--- src/hw/rtl/set_assoc_fifo_tag_store_assert.svh ---
// assertion macros shared by the tag store modules
`ifndef SET_ASSOC_FIFO_TAG_STORE_ASSERT_SVH
`define SET_ASSOC_FIFO_TAG_STORE_ASSERT_SVH

// implication checked every cycle outside reset
`define SAFTS_ASSERT_IMP(label, clk, rst, ante, cons) \
  label: assert property (@(posedge clk) disable iff (rst) (ante) |-> (cons)) \
    else $error("tag store check failed");

// next-cycle implication checked outside reset
`define SAFTS_ASSERT_NEXT(label, clk, rst, ante, cons) \
  label: assert property (@(posedge clk) disable iff (rst) (ante) |=> (cons)) \
    else $error("tag store check failed");

`endif

--- src/hw/rtl/safts_pkg.sv ---
// package: types and constants of the tag store
`default_nettype none
package safts_pkg;
  localparam int unsigned SetBitsDefault = 6;
  localparam int unsigned WaysDefault = 4;
  localparam int unsigned AddrW = 32;
  localparam int unsigned MaxOffset = 12;
  localparam logic [3:0] OffsetReset = 4'd5;

  localparam logic [1:0] ModeLookup = 2'd0;
  localparam logic [1:0] ModeFill = 2'd1;
  localparam logic [1:0] ModeRemove = 2'd2;
  localparam logic [1:0] ModeUnused = 2'd3;

  typedef struct packed {
    logic [1:0]  mode;
    logic [31:0] address;
  } in_item_t;

  typedef struct packed {
    logic        hit;
    logic        block_out_valid;
    logic [31:0] block_address_out;
  } out_item_t;

  // classified request passed from front to back
  typedef struct packed {
    logic [1:0]  mode;
    logic [31:0] address;
    logic [3:0]  ob;
  } req_t;
endpackage
`default_nettype wire

--- src/hw/rtl/safts_front.sv ---
// front end: accepts items, clamps offset, and queues requests
`default_nettype none
module safts_front (
  input  wire logic             clk,
  input  wire logic             rst,
  input  wire logic             in_valid,
  output logic                  in_stall,
  input  wire safts_pkg::in_item_t in_data,
  input  wire logic [3:0]       offset_bits,
  output logic                  req_valid,
  input  wire logic             req_pop,
  output safts_pkg::req_t       req
);
  `include "set_assoc_fifo_tag_store_assert.svh"

  // two-entry request queue
  safts_pkg::req_t q [2];
  logic [1:0] count;
  logic rd_ptr, wr_ptr;
  logic push, pop;
  safts_pkg::req_t enq;

  // clamp offset to its legal range
  always_comb begin
    enq.mode = in_data.mode;
    enq.address = in_data.address;
    enq.ob = (offset_bits > 4'(safts_pkg::MaxOffset)) ? 4'(safts_pkg::MaxOffset)
                                                      : offset_bits;
  end

  assign in_stall = (count == 2'd2);
  assign push = in_valid && !in_stall;
  assign req_valid = (count != 2'd0);
  assign pop = req_pop && req_valid;
  assign req = q[rd_ptr];

  always_ff @(posedge clk) begin
    if (rst) begin
      count <= 2'd0;
      rd_ptr <= 1'b0;
      wr_ptr <= 1'b0;
    end else begin
      if (push) wr_ptr <= ~wr_ptr;
      if (pop) rd_ptr <= ~rd_ptr;
      count <= count + {1'b0, push} - {1'b0, pop};
    end
  end

  always_ff @(posedge clk) begin
    if (push) q[wr_ptr] <= enq;
  end

  `SAFTS_ASSERT_IMP(a_no_overflow, clk, rst, count == 2'd2, !push)
  `SAFTS_ASSERT_IMP(a_count_range, clk, rst, 1'b1, count != 2'd3)
  `SAFTS_ASSERT_NEXT(a_push_counts, clk, rst, push && !pop, count != 2'd0)
endmodule
`default_nettype wire

--- config.mk ---
export PLATFORM = sky130hd
export DESIGN_NAME = safts_front
export DESIGN_NICKNAME = d
export VERILOG_FILES = /design/src/hw/rtl/safts_pkg.sv /design/src/hw/rtl/safts_front.sv
export VERILOG_INCLUDE_DIRS = /design/src /design/src/hw/rtl
export SDC_FILE = /design/constraint.sdc
export NUM_CORES = 1
export LEC_CHECK = 0
export BUFFER_PORTS_ARGS = -buffer_cell sky130_fd_sc_hd__buf_2
export CAP_MARGIN = 20
export CORE_AREA = 2 2 73 92
export DETAILED_ROUTE_END_ITERATION = 6
export DIE_AREA = 0 0 75 94
export HOLD_SLACK_MARGIN = 0.1
export PLACE_DENSITY_LB_ADDON = 0.08
export SLEW_MARGIN = 20
export SYNTH_ARGS = -nofsm -noshare
export SYNTH_HDL_FRONTEND = slang
export SYNTH_SLANG_ARGS = --single-unit
--- constraint.sdc ---
create_clock -name clk -period 2.62 [get_ports clk]
set_input_delay 0.393 -clock clk [delete_from_list [all_inputs] [get_ports clk]]
set_output_delay 0.393 -clock clk [all_outputs]
set_load 0.02 [all_outputs]
# Word-level counts from Yosys, hierarchy flattened

Memory sizes are Yosys's and may differ from the RTL's. A register that Yosys moved wholly into a read port is not among the register bits.
Cells that the tools add are included.

Register bits: 4
Memories: 1
Output and inout bits: 40
Bits in writable memories: 76

Eq/ne operators: 1
Muxes and demuxes: 5
Reduce and logical (&&, ||, !) cells: 4
$lt $le $gt $ge: 1
Bitwise operators: 2
Add/sub/neg operators: 2

Memories:

| name | depth | bits a word | read ports | clocked after Yosys merged registers in | write ports | line              | source |
|---|---|---|---|---|---|---|---|
| q    | 2     | 38          | 1          | 1                                       | 1           | safts_front.sv:17 | `safts_pkg::req_t q [2];` |

Operator list:

| kind               | count |
|---|---|
| $gt 4x4->1 const B | 1 |
| $mux 1             | 4 |
| $mux 4             | 1 |
| $add 2x1->2        | 1 |
| $eq 2x2->1 const B | 1 |
| $logic_and 1x1->1  | 2 |
| $not 1->1          | 2 |
| $reduce_bool 2->1  | 1 |
| $sub 2x1->2        | 1 |
| $logic_not 1->1    | 1 |

# Depth between registers and ports, before layout

Gate-level depths: netlist of the first run.

Word-level depth: 5
Mapped depth: 8
Gate-level depth less buffers: 8

# Worst setup path before layout of the first run

No wires, ideal clock.

Path kind: reg-to-reg
Start: register count[0]
End: memory q[0][0] in the netlist's numbering (enable)
Path slack: 598 ps
Period minus slack after synthesis: 2,022 ps
Stages on the path, launching flop included: 5
Arrival time: 1,629 ps
Buffers on the path: 0
Cells stage by stage: dfxtp_1 -> nand2b_2 -> inv_2 -> or3_1 -> inv_1

Longest elaborated chain between the ends: 5

RTL lines:

| what                         | line              | source |
|---|---|---|
| start, declared              | safts_front.sv:18 | `logic [1:0] count;` |
| start signal, assigned       | safts_front.sv:45 | `count <= count + {1'b0, push} - {1'b0, pop};` |
| $eq 2x2->1                   | safts_front.sv:31 | `assign in_stall = (count == 2'd2);` |
| named net in_stall           | safts_front.sv:7  | `output logic in_stall,` |
| $logic_not 1->1              | safts_front.sv:32 | `assign push = in_valid && !in_stall;` |
| $logic_and 1x1->1            | safts_front.sv:32 |  |
| $mux 1                       | safts_front.sv:50 | `if (push) q[wr_ptr] <= enq;` |
| $mux 1 (implied by the code) | safts_front.sv:50 |  |
| end, declared                | safts_front.sv:17 |  |

The timed path passes the listed nets, and every way through them passes these cells.

==> summary.txt, run 1 <==
Floorplanning
  – Initial Utilization: 49.0%
  – Die Y: 94 um
  – # rows: 32
  – Ports: 82
  – Die area: 7050 um2
  – Die X: 75 um
  – Core Area: 6130 um2

Worst hold path
  – Hold Path Class: input pin to flip-flop

Cells and area
  – Share of layout cells above drive strength 1: 58.2%
  – Multi-input logic area: 564 um2
  – Flip-flop and latch area: 2380 um2
  – Number of fill cells: 508
  – N_diodes: 0
  – Fin cells: 329
  – Nets@finish: 283
  – Area grow syn2layout: 23.7%

Logic synthesis
  – Sequential element share of the synthesized area: 79.4%
  – Largest family of logic cells by synthesized area: multiplexers
  – Compound-cell area share of the yosys netlist: 1.08%
  – Mux cell area share after synthesis: 14.3%
  – Simple-gate share of the synthesized area: 2.04%
  – Synth Net Count: 193
  – Cell Area, Synth: 3000 um2
  – Mean Syn Cell Area: 20.1 um2
  – Yosys cell types: 24
  – Synth Area in Adders: 0.834%
  – Mapped Cells: 149
  – Register bit total from synthesis: 81
  – XOR/XNOR Fraction of Synth Area: 0.584%
  – Synth warnings: 0

STA
  – Slew @ Worst Pin: 0.507 ns
  – Setup TNS: 0 ns
  – Final critical-path share of the clock period: 79.3%
  – Final Max Tran Viols: 0
  – Final hold viol count: 0
  – FMAX: 481 MHz
  – RSZ-0062 raised after global routing: false
  – Hold Slack: 0.236 ns
  – Setup WS post-layout: 0.543 ns
  – Slew HR: 66.2%
  – Final setup vio count: 0
  – Setup Skew: 0.00936 ns
  – Final Critical Period: 2.08 ns

Placement
  – Place WS: 0.809 ns
  – Dpl cells: 313
  – DP HPWL: 3490 um
  – GP Congestion: 0.710
  – # port buffers: 81

Clock network
  – Post-CTS Setup Bufs: 0
  – CTS Buf Count: 9
  – Sink Count: 81
  – TritonCTS clock tree: done
  – Clock buffer depth: 2
  – Root Buffer: clkbuf_8
  – Clock Pin Slew Worst Setup and Hold Paths: 0.08 ns
  – Post-cts resize count: 0
  – Worst-skew pair later-pin latency: 0.34 ns
  – Htree depth: 3
  – CTS Hold Bufs: 0

Pwr
  – Power, Total: 3.79 mW
  – Worst vdd ir: 577 uV
  – Seq pwr share: 45.8%
  – Logic pwr share: 29.4%
  – Clock power share: 24.9%
  – P_sw: 1.15 mW
  – Switching share of power: 30.3%
  – P per Cell Area: 1020 nW/um2
  – Pint: 2.64 mW
  – Leakage: 1.43 nW

Detailed routing
  – Drt initial violations: 59
  – DRC violation count after routing: 0
  – Drt pass-1 iters: 4
  – Via density: 4.83
  – Routed Wire Length: 5110 um
  – Vias: 1,588
  – Wire per inst: 15.5 um
  – Routed Antenna Nets: 0

Worst setup path
  – WP data arrival: 1.68 ns
  – Startpoint types: flip-flop
  – Setup CP Type: flip-flop to output pin
  – Worst Path Max Fanout: 16
  – Worst EP required: 2.23 ns
  – CP endpoint kind: output pin

GRT
  – Tot GR Track Use: 15.3%
  – Initial antenna violation count: 0
  – Global route total overflow: 0
  – Largest net degree at the start of global routing: 39
  – Vias in the first global route: 1,643
  – First-pass GRT wire length: 7730 um

Flow run
  – Max Cap Viol: 0

Outcome
  – Status: finished, final reports clean
[placed cells by master, fill, tap and decap left out, drive strengths merged, types with 2 or more instances in the layout]
master	netlist	final
a21boi	2	2
buf	4	85
bufinv	0	2
clkbuf	2	9
clkinv	0	4
dfxtp	5	5
edfxtp	76	76
ha	2	2
inv	4	4
mux2	38	38
nor2	3	3
[power by group through the flow]
stage               logic, mW  registers (mW)  clock network, mW
floorplan               0.821            1.72                  0
global placement         1.10            1.75                  0
detailed placement       1.13            1.76                  0
CTS                      1.14            1.74              0.963
global route             1.20            1.75               1.01
finish                   1.11            1.73              0.942
[path summary, 6_finish.rpt]
check | startpoint | to | slack, ns | cells past startpoint
hold reg to reg | wr_ptr | wr_ptr | 0.51 | 2
setup reg to reg | count[0] | q[0][33] | 0.88 | 5
setup / recovery | flip-flop | req[13] | 0.54 | 3
hold / removal | in_data[8] | q[1][12] | 0.24 | 1
[cells in the mapped netlist]
library cell  number  area [um2]
or3_1              1        6.26
o21a_1             1        7.51
dfxtp_1            5         100
edfxtp_1          76        2280
mux2_2            38         428
a21boi_0           2        15.0
nor2b_1            1        6.26
xnor2_1            1        8.76
ha_1               2        25.0
inv_2              1        3.75
and3_2             1        7.51
buf_2              2        10.0
xor2_1             1        8.76
nor3_1             1        5.00
nand2b_2           1        8.76
nand2_1            1        3.75
clkbuf_1           2        7.51
o21ai_0            1        5.00
a21oi_1            1        5.00
nor2_1             3        11.3
inv_1              3        11.3
and2_1             1        6.26
buf_6              2        22.5
or2_2              1        6.26
[state kept, by name (all words and copies together) (netlist names), named ones only]
register,flops
q,76
count,2
rd_ptr,1
wr_ptr,1
[through the flow]
step	utilization (%)	cell area, um2
finish	60.6	3710
global route	60.6	3710
CTS	60.6	3710
detailed placement	57.2	3500
global placement	57.2	3500
floorplan	-	3000
[final cells by class]
cell class / instances / area share [%]
Clock buffer: 9 / 3.34
Clock inverter: 7 / 2.29
Inverter: 4 / 0.404
Multi-Input combinational cell: 58 / 15.2
Sequential cell: 81 / 64.2
Tap cell: 85 / 2.86
Timing Repair Buffer: 85 / 11.7
[per-layer routing]
metal | global-route usage, % | vias to the layer above | wire length, um
li1 | - | 750 | -
met1 | 16.4 | 781 | 1960
met2 | 26.4 | 48 | 2720
met4 | 6.70 | 0 | 96
met3 | 5.47 | 9 | 330
met5 | 0 | - | 0
[critical path, cell delays in order (launching register included)]
cell and delay [ns]:
dfxtp_2 0.51, buf_4 0.31, mux2_2 0.36, buf_2 0.16
[cell families (layout without fill, tap and decap cells)]
logic type                 after synthesis  count (layout)
AOI/OAI and AO/OA                        5               5
adders and majority gates                2               2
muxes                                   38              38
xor gates and xnor gates                 2               2
buffers and inverters                   10             105
and+or+nand+nor                         11              11
DFF                                     81              81
Note: power is estimated with default switching activity, not from simulation.
==> run 2, diff against run 1 <==
ABC_AREA = 1   (was not set)
CORE_AREA = 2 2 76 96   (was 2 2 73 92)
DIE_AREA = 0 0 78 98   (was 0 0 75 94)
clock period = 1.8 ns   (was 2.62 ns; I/O delays follow)
==> summary.txt, run 2 <==
Pwr
  – Pint: 3.72 mW
  – Leakage: 1.55 nW
  – Seq pwr share: 46.4%
  – Worst vdd ir: 726 uV
  – Power, Total: 5.33 mW
  – P_sw: 1.60 mW
  – Clock power share: 23.0%
  – Logic pwr share: 30.5%
  – Switching share of power: 30.1%
  – P per Cell Area: 1370 nW/um2

STA
  – Hold Slack: 0.118 ns
  – Slew HR: 78.7%
  – Setup Skew: 0.00782 ns
  – Final Max Tran Viols: 0
  – Final Critical Period: 1.69 ns
  – FMAX: 590 MHz
  – Setup WS post-layout: 0.105 ns
  – Setup TNS: 0 ns
  – Final critical-path share of the clock period: 94.2%
  – RSZ-0062 raised after global routing: false
  – Final setup vio count: 0
  – Final hold viol count: 0
  – Slew @ Worst Pin: 0.320 ns

Cells and area
  – Highest-count cells in the layout ignoring fill and taps: buf_2, edfxtp_1, mux2_4, mux2_2
  – Flip-flop and latch area: 2380 um2
  – Most common cell after layout, fill and taps aside: buf_2
  – N_diodes: 0
  – Max reg flops: 76
  – Largest reg by FF count: q
  – Nets@finish: 303
  – Top flop regs: q (76), count (2)
  – Share of layout cells above drive strength 1: 53.0%
  – Area grow syn2layout: 25.4%
  – Multi-input logic area: 639 um2
  – Number of fill cells: 591

Floorplanning
  – Die Y: 98 um
  – # rows: 34
  – Die area: 7640 um2
  – Initial Utilization: 45.5%
  – Die X: 78 um
  – Core Area: 6810 um2
  – Ports: 82

Worst setup path
  – Worst Path Max Fanout: 16
  – WP data arrival: 1.42 ns
  – CP endpoint kind: output pin
  – Startpoint types: flip-flop
  – Setup CP Type: flip-flop to output pin
  – Slowest stage delay, CP: 0.36 ns
  – CP cell instances: buf_6, mux2_2, buf_2
  – Worst EP required: 1.53 ns
  – CP max stage cell: dfxtp_2
  – R2R setup slack: 0.25 ns

Clock network
  – TritonCTS clock tree: done
  – Clock buffer depth: 2
  – Root Buffer: clkbuf_8
  – Worst-skew pair later-pin latency: 0.34 ns
  – Post-CTS Setup Bufs: 0
  – Clock Pin Slew Worst Setup and Hold Paths: 0.08 ns
  – Sink Count: 81
  – CTS Buf Count: 9
  – Htree depth: 3

Placement
  – Place WS: 0.249 ns
  – GP Congestion: 0.705
  – DP HPWL: 3260 um
  – # port buffers: 81

GRT
  – Largest net degree at the start of global routing: 23
  – Initial antenna violation count: 0
  – Tot GR Track Use: 13.6%
  – Vias in the first global route: 1,666
  – Global route total overflow: 0
  – First-pass GRT wire length: 7670 um

Logic synthesis
  – Cell Area, Synth: 3100 um2
  – Post-synth EDFFs: 76
  – Share of the synthesized area in the top cell type: 73.7%
  – Mapped Cells: 161
  – Most common cell in the synthesized netlist: edfxtp_1
  – Commonest cells post-synth: edfxtp_1, mux2_4, mux2_2, inv_1, nor2_1
  – Largest cells by area after synthesis: edfxtp_1, mux2_4, mux2_2, dfxtp_1, inv_1
  – Async S/R FF share, synth: 0%
  – Synth Net Count: 205
  – Yosys cell types: 14
  – Synth warnings: 0
  – Sequential element share of the synthesized area: 76.9%
  – Yosys top cell by area: edfxtp_1
  – Mean Syn Cell Area: 19.2 um2
  – Synth Flop Type: edfxtp_1
  – Register bit total from synthesis: 81

Detailed routing
  – Routed Wire Length: 4850 um
  – Drt pass-1 iters: 4
  – Wire per inst: 13.7 um
  – DRC violation count after routing: 0
  – Vias: 1,630
  – Routed Antenna Nets: 0
  – Via density: 4.60
  – Drt initial violations: 87

Flow run
  – Max Cap Viol: 0

Outcome
  – Status: finished, final reports clean

Worst hold path
  – Hold Path Class: input pin to flip-flop
-- run 2: cell count changes after synthesis, moves of 3 or more --
cell / delta
nor2_1: +6
nand2_1: +7
nand3_1: +3
mux2_4: +20
inv_1: +7
mux2_2: -20
-- run 2: final timing paths --
check              startpoint       end  cells after the start
hold reg to reg        rd_ptr    rd_ptr                      2
setup reg to reg     count[0]  count[1]                     10
setup / recovery    flip-flop   req[13]                      3
hold / removal    in_data[25]  q[1][29]                      1
-- run 2: logic make-up after synthesis --
kind of cell	after synthesis	share of synthesized area [%]
DFF	81	76.9
muxes	38	16.2
buffers and inverters	16	2.71
and+or+nand+nor	20	2.54
AOI/OAI and AO/OA	4	0.808
adders and majority gates	2	0.808
-- run 2: power by group through the flow --
stage / Clock [mW] / Sequential [mW] / Combinational [mW]
6_report: 1.23 / 2.47 / 1.63
5_1_grt: 1.34 / 2.50 / 1.77
4_1_cts: 1.27 / 2.48 / 1.65
3_5_place_dp: 0 / 2.52 / 1.64
3_3_place_gp: 0 / 2.50 / 1.64
2_1_floorplan: 0 / 2.50 / 1.18
-- run 2: layout make-up --
| type | instances | share of cell area [%] |
|---|---|---|
| tap | 90 | 2.90 |
| clock buffer | 10 | 3.28 |
| clock inverter | 6 | 1.51 |
| timing repair buffer | 93 | 13.6 |
| inverter | 10 | 0.966 |
| multi-input combinational | 64 | 16.5 |
| sequential | 81 | 61.3 |
-- run 2: timing repair --
item | 4_1_cts | 5_1_grt
hold buffers | 3 | 3
setup endpoints to repair | 0 | 12
endpoints found under the hold margin | 5 | 5
gates resized for setup | 0 | 1
-- run 2: through the flow --
step	cells	area, um2	utilization [%]
CTS	351	3850	56.6
floorplan	161	3110	-
finish	354	3890	57.1
global route	354	3890	57.1
global placement	332	3640	53.4
detailed placement	332	3640	53.4
-- run 2: critical path, delay by kind of cell (launching register included) --
| family | cells | cell delay, ns |
|---|---|---|
| flip-flops | 1 | 0.36 |
| multiplexers | 1 | 0.36 |
| buffers and inverters | 2 | 0.37 |
-- run 2: per-layer routing --
| layer | routed length, um | GRT usage, % | share of wire [%] | vias up |
|---|---|---|---|---|
| met3 | 328 | 3.88 | 6.8 | 10 |
| li1 | - | - | - | 796 |
| met4 | 106 | 7.69 | 2.2 | 0 |
| met2 | 2600 | 23.3 | 54 | 59 |
| met5 | 0 | 0 | 0 | - |
| met1 | 1820 | 15.0 | 37 | 765 |
==> run 3, diff against run 2 <==
--- a/config.mk
+++ b/config.mk
@@ -8,4 +8,5 @@
 export LEC_CHECK = 0
 export ABC_AREA = 1
+export ABC_CLOCK_PERIOD_IN_PS = 1800
 export BUFFER_PORTS_ARGS = -buffer_cell sky130_fd_sc_hd__buf_2
 export CAP_MARGIN = 20
==> constraint.sdc (replaced) <==
create_clock -name clk -period 1.8 [get_ports clk]
set_input_delay 0.36 -clock clk [delete_from_list [all_inputs] [get_ports clk]]
set_output_delay 0.36 -clock clk [all_outputs]
set_load 0.02 [all_outputs]
==> summary.txt, run 3 (synthesis results as in run 2) <==
STA
  – Final setup vio count: 0
  – Setup Skew: 0.00784 ns
  – FMAX: 559 MHz
  – Slew @ Worst Pin: 0.312 ns
  – Final Critical Period: 1.79 ns
  – Setup WS post-layout: 0.0113 ns
  – Final critical-path share of the clock period: 99.4%
  – Final hold viol count: 0
  – Hold Slack: 0.183 ns
  – Setup TNS: 0 ns
  – Slew HR: 79.2%
  – Final Max Tran Viols: 0
  – RSZ-0062 raised after global routing: true

Pwr
  – Pint: 3.85 mW
  – Clock power share: 22.5%
  – P per Cell Area: 1400 nW/um2
  – Worst vdd ir: 655 uV
  – Leakage: 1.57 nW
  – Power, Total: 5.50 mW
  – Logic pwr share: 32.3%
  – Seq pwr share: 45.2%
  – Switching share of power: 30.0%
  – P_sw: 1.65 mW

Cells and area
  – Max reg flops: 76
  – Largest reg by FF count: q
  – Area grow syn2layout: 27.0%
  – Number of fill cells: 580
  – Flip-flop and latch area: 2390 um2
  – Multi-input logic area: 666 um2
  – Most common cell after layout, fill and taps aside: edfxtp_1
  – Share of layout cells above drive strength 1: 54.8%
  – Fin cells: 349
  – Final Core Density: 57.8%
  – Highest-count cells in the layout ignoring fill and taps: edfxtp_1, buf_2, mux2_4, mux2_2, buf_4
  – Fin area: 3940 um2
  – Nets@finish: 298
  – Top flop regs: q (76), count (2)
  – N_diodes: 0

Clock network
  – TritonCTS clock tree: done
  – CTS Hold Bufs: 0
  – Htree depth: 3
  – Clock buffer depth: 2
  – CTS Buf Count: 9
  – Clock Pin Slew Worst Setup and Hold Paths: 0.08 ns
  – Worst-skew pair later-pin latency: 0.34 ns
  – Root Buffer: clkbuf_8
  – Post-CTS Setup Bufs: 0
  – Sink Count: 81

Placement
  – DP HPWL: 3360 um
  – Dpl cells: 332
  – Placement Cell Area: 3640 um2
  – GP Congestion: 0.674
  – # port buffers: 81
  – Place WS: 0.262 ns

GRT
  – Vias in the first global route: 1,659
  – Initial antenna violation count: 0
  – Tot GR Track Use: 13.8%
  – Global route total overflow: 0
  – First-pass GRT wire length: 7730 um
  – Largest net degree at the start of global routing: 23

Floorplanning
  – # rows: 34
  – Core Area: 6810 um2
  – Die area: 7640 um2
  – Initial Utilization: 45.5%
  – Die X: 78 um
  – Die Y: 98 um
  – Ports: 82

Flow run
  – Max Cap Viol: 0

Worst setup path
  – Startpoint types: flip-flop
  – WP data arrival: 1.43 ns
  – RR Startpoint: count[0]
  – Setup CP Type: flip-flop to output pin
  – Slowest stage delay, CP: 0.41 ns
  – Worst EP required: 1.44 ns
  – CP cell instances: buf_12, mux2_2, buf_4
  – CP endpoint kind: output pin
  – CP max stage cell: dfxtp_4
  – Worst Path Max Fanout: 16

Detailed routing
  – Drt pass-1 iters: 4
  – Via density: 4.71
  – Wire per inst: 14.6 um
  – Routed Antenna Nets: 0
  – Routed Wire Length: 5090 um
  – Drt initial violations: 67
  – Vias: 1,644
  – DRC violation count after routing: 0

Outcome
  – Status: finished, final reports clean

Worst hold path
  – Hold path start: rst
  – Hold Path Class: input pin to flip-flop
[run 3: cell types whose count changed in the layout (fill, tap and decap cells not counted), moves of 4 or more]
cell	change
mux2_2	-7
mux2_4	+7
dlygate4sd3_1	-6
buf_6	+4
buf_4	+6
buf_2	-11
[run 3: layer usage]
layer	up-vias	part of all wire (%)	global-route usage, %
met1	802	38	14.2
li1	782	-	-
met4	0	1.9	6.88
met2	51	54	24.5
met5	-	0	0
met3	9	6.0	5.08
[run 3: area by class of cell]
class                   count  share of cell area [%]
flip-flops and latches     81                    60.6
multi-input cells          64                    16.9
repair buffers             88                    13.9
clock buffers              10                    3.24
well taps                  90                    2.86
clock inverters             6                    1.49
inverters                  10                   0.954
[run 3: final timing paths]
path | end | cells after the start | slack, ns
hold reg to reg | rd_ptr | 2 | 0.53
setup reg to reg | count[1] | 10 | 0.26
hold / removal | count[0] | 2 | 0.18
setup / recovery | req[37] | 3 | 0.01
[run 3: worst max-delay path, delay by kind of cell (launching register included)]
family	cells	cell delay, ns
flops	1	0.41
mux	1	0.34
buf+inv	2	0.33
[run 3: repair_timing]
action | in CTS | in global routing
gates cloned | 0 | 1
endpoints found under the setup margin | 18 | 38
gates resized for setup | 9 | 18
[run 3: power groups by stage]
stage / Combinational [mW] / Sequential [mW] / Clock (mW)
after floorplan: 1.18 / 2.50 / 0
after global placement: 1.64 / 2.50 / 0
after detailed placement: 1.66 / 2.52 / 0
after CTS: 1.70 / 2.48 / 1.28
after global routing: 1.92 / 2.52 / 1.35
final: 1.78 / 2.49 / 1.24
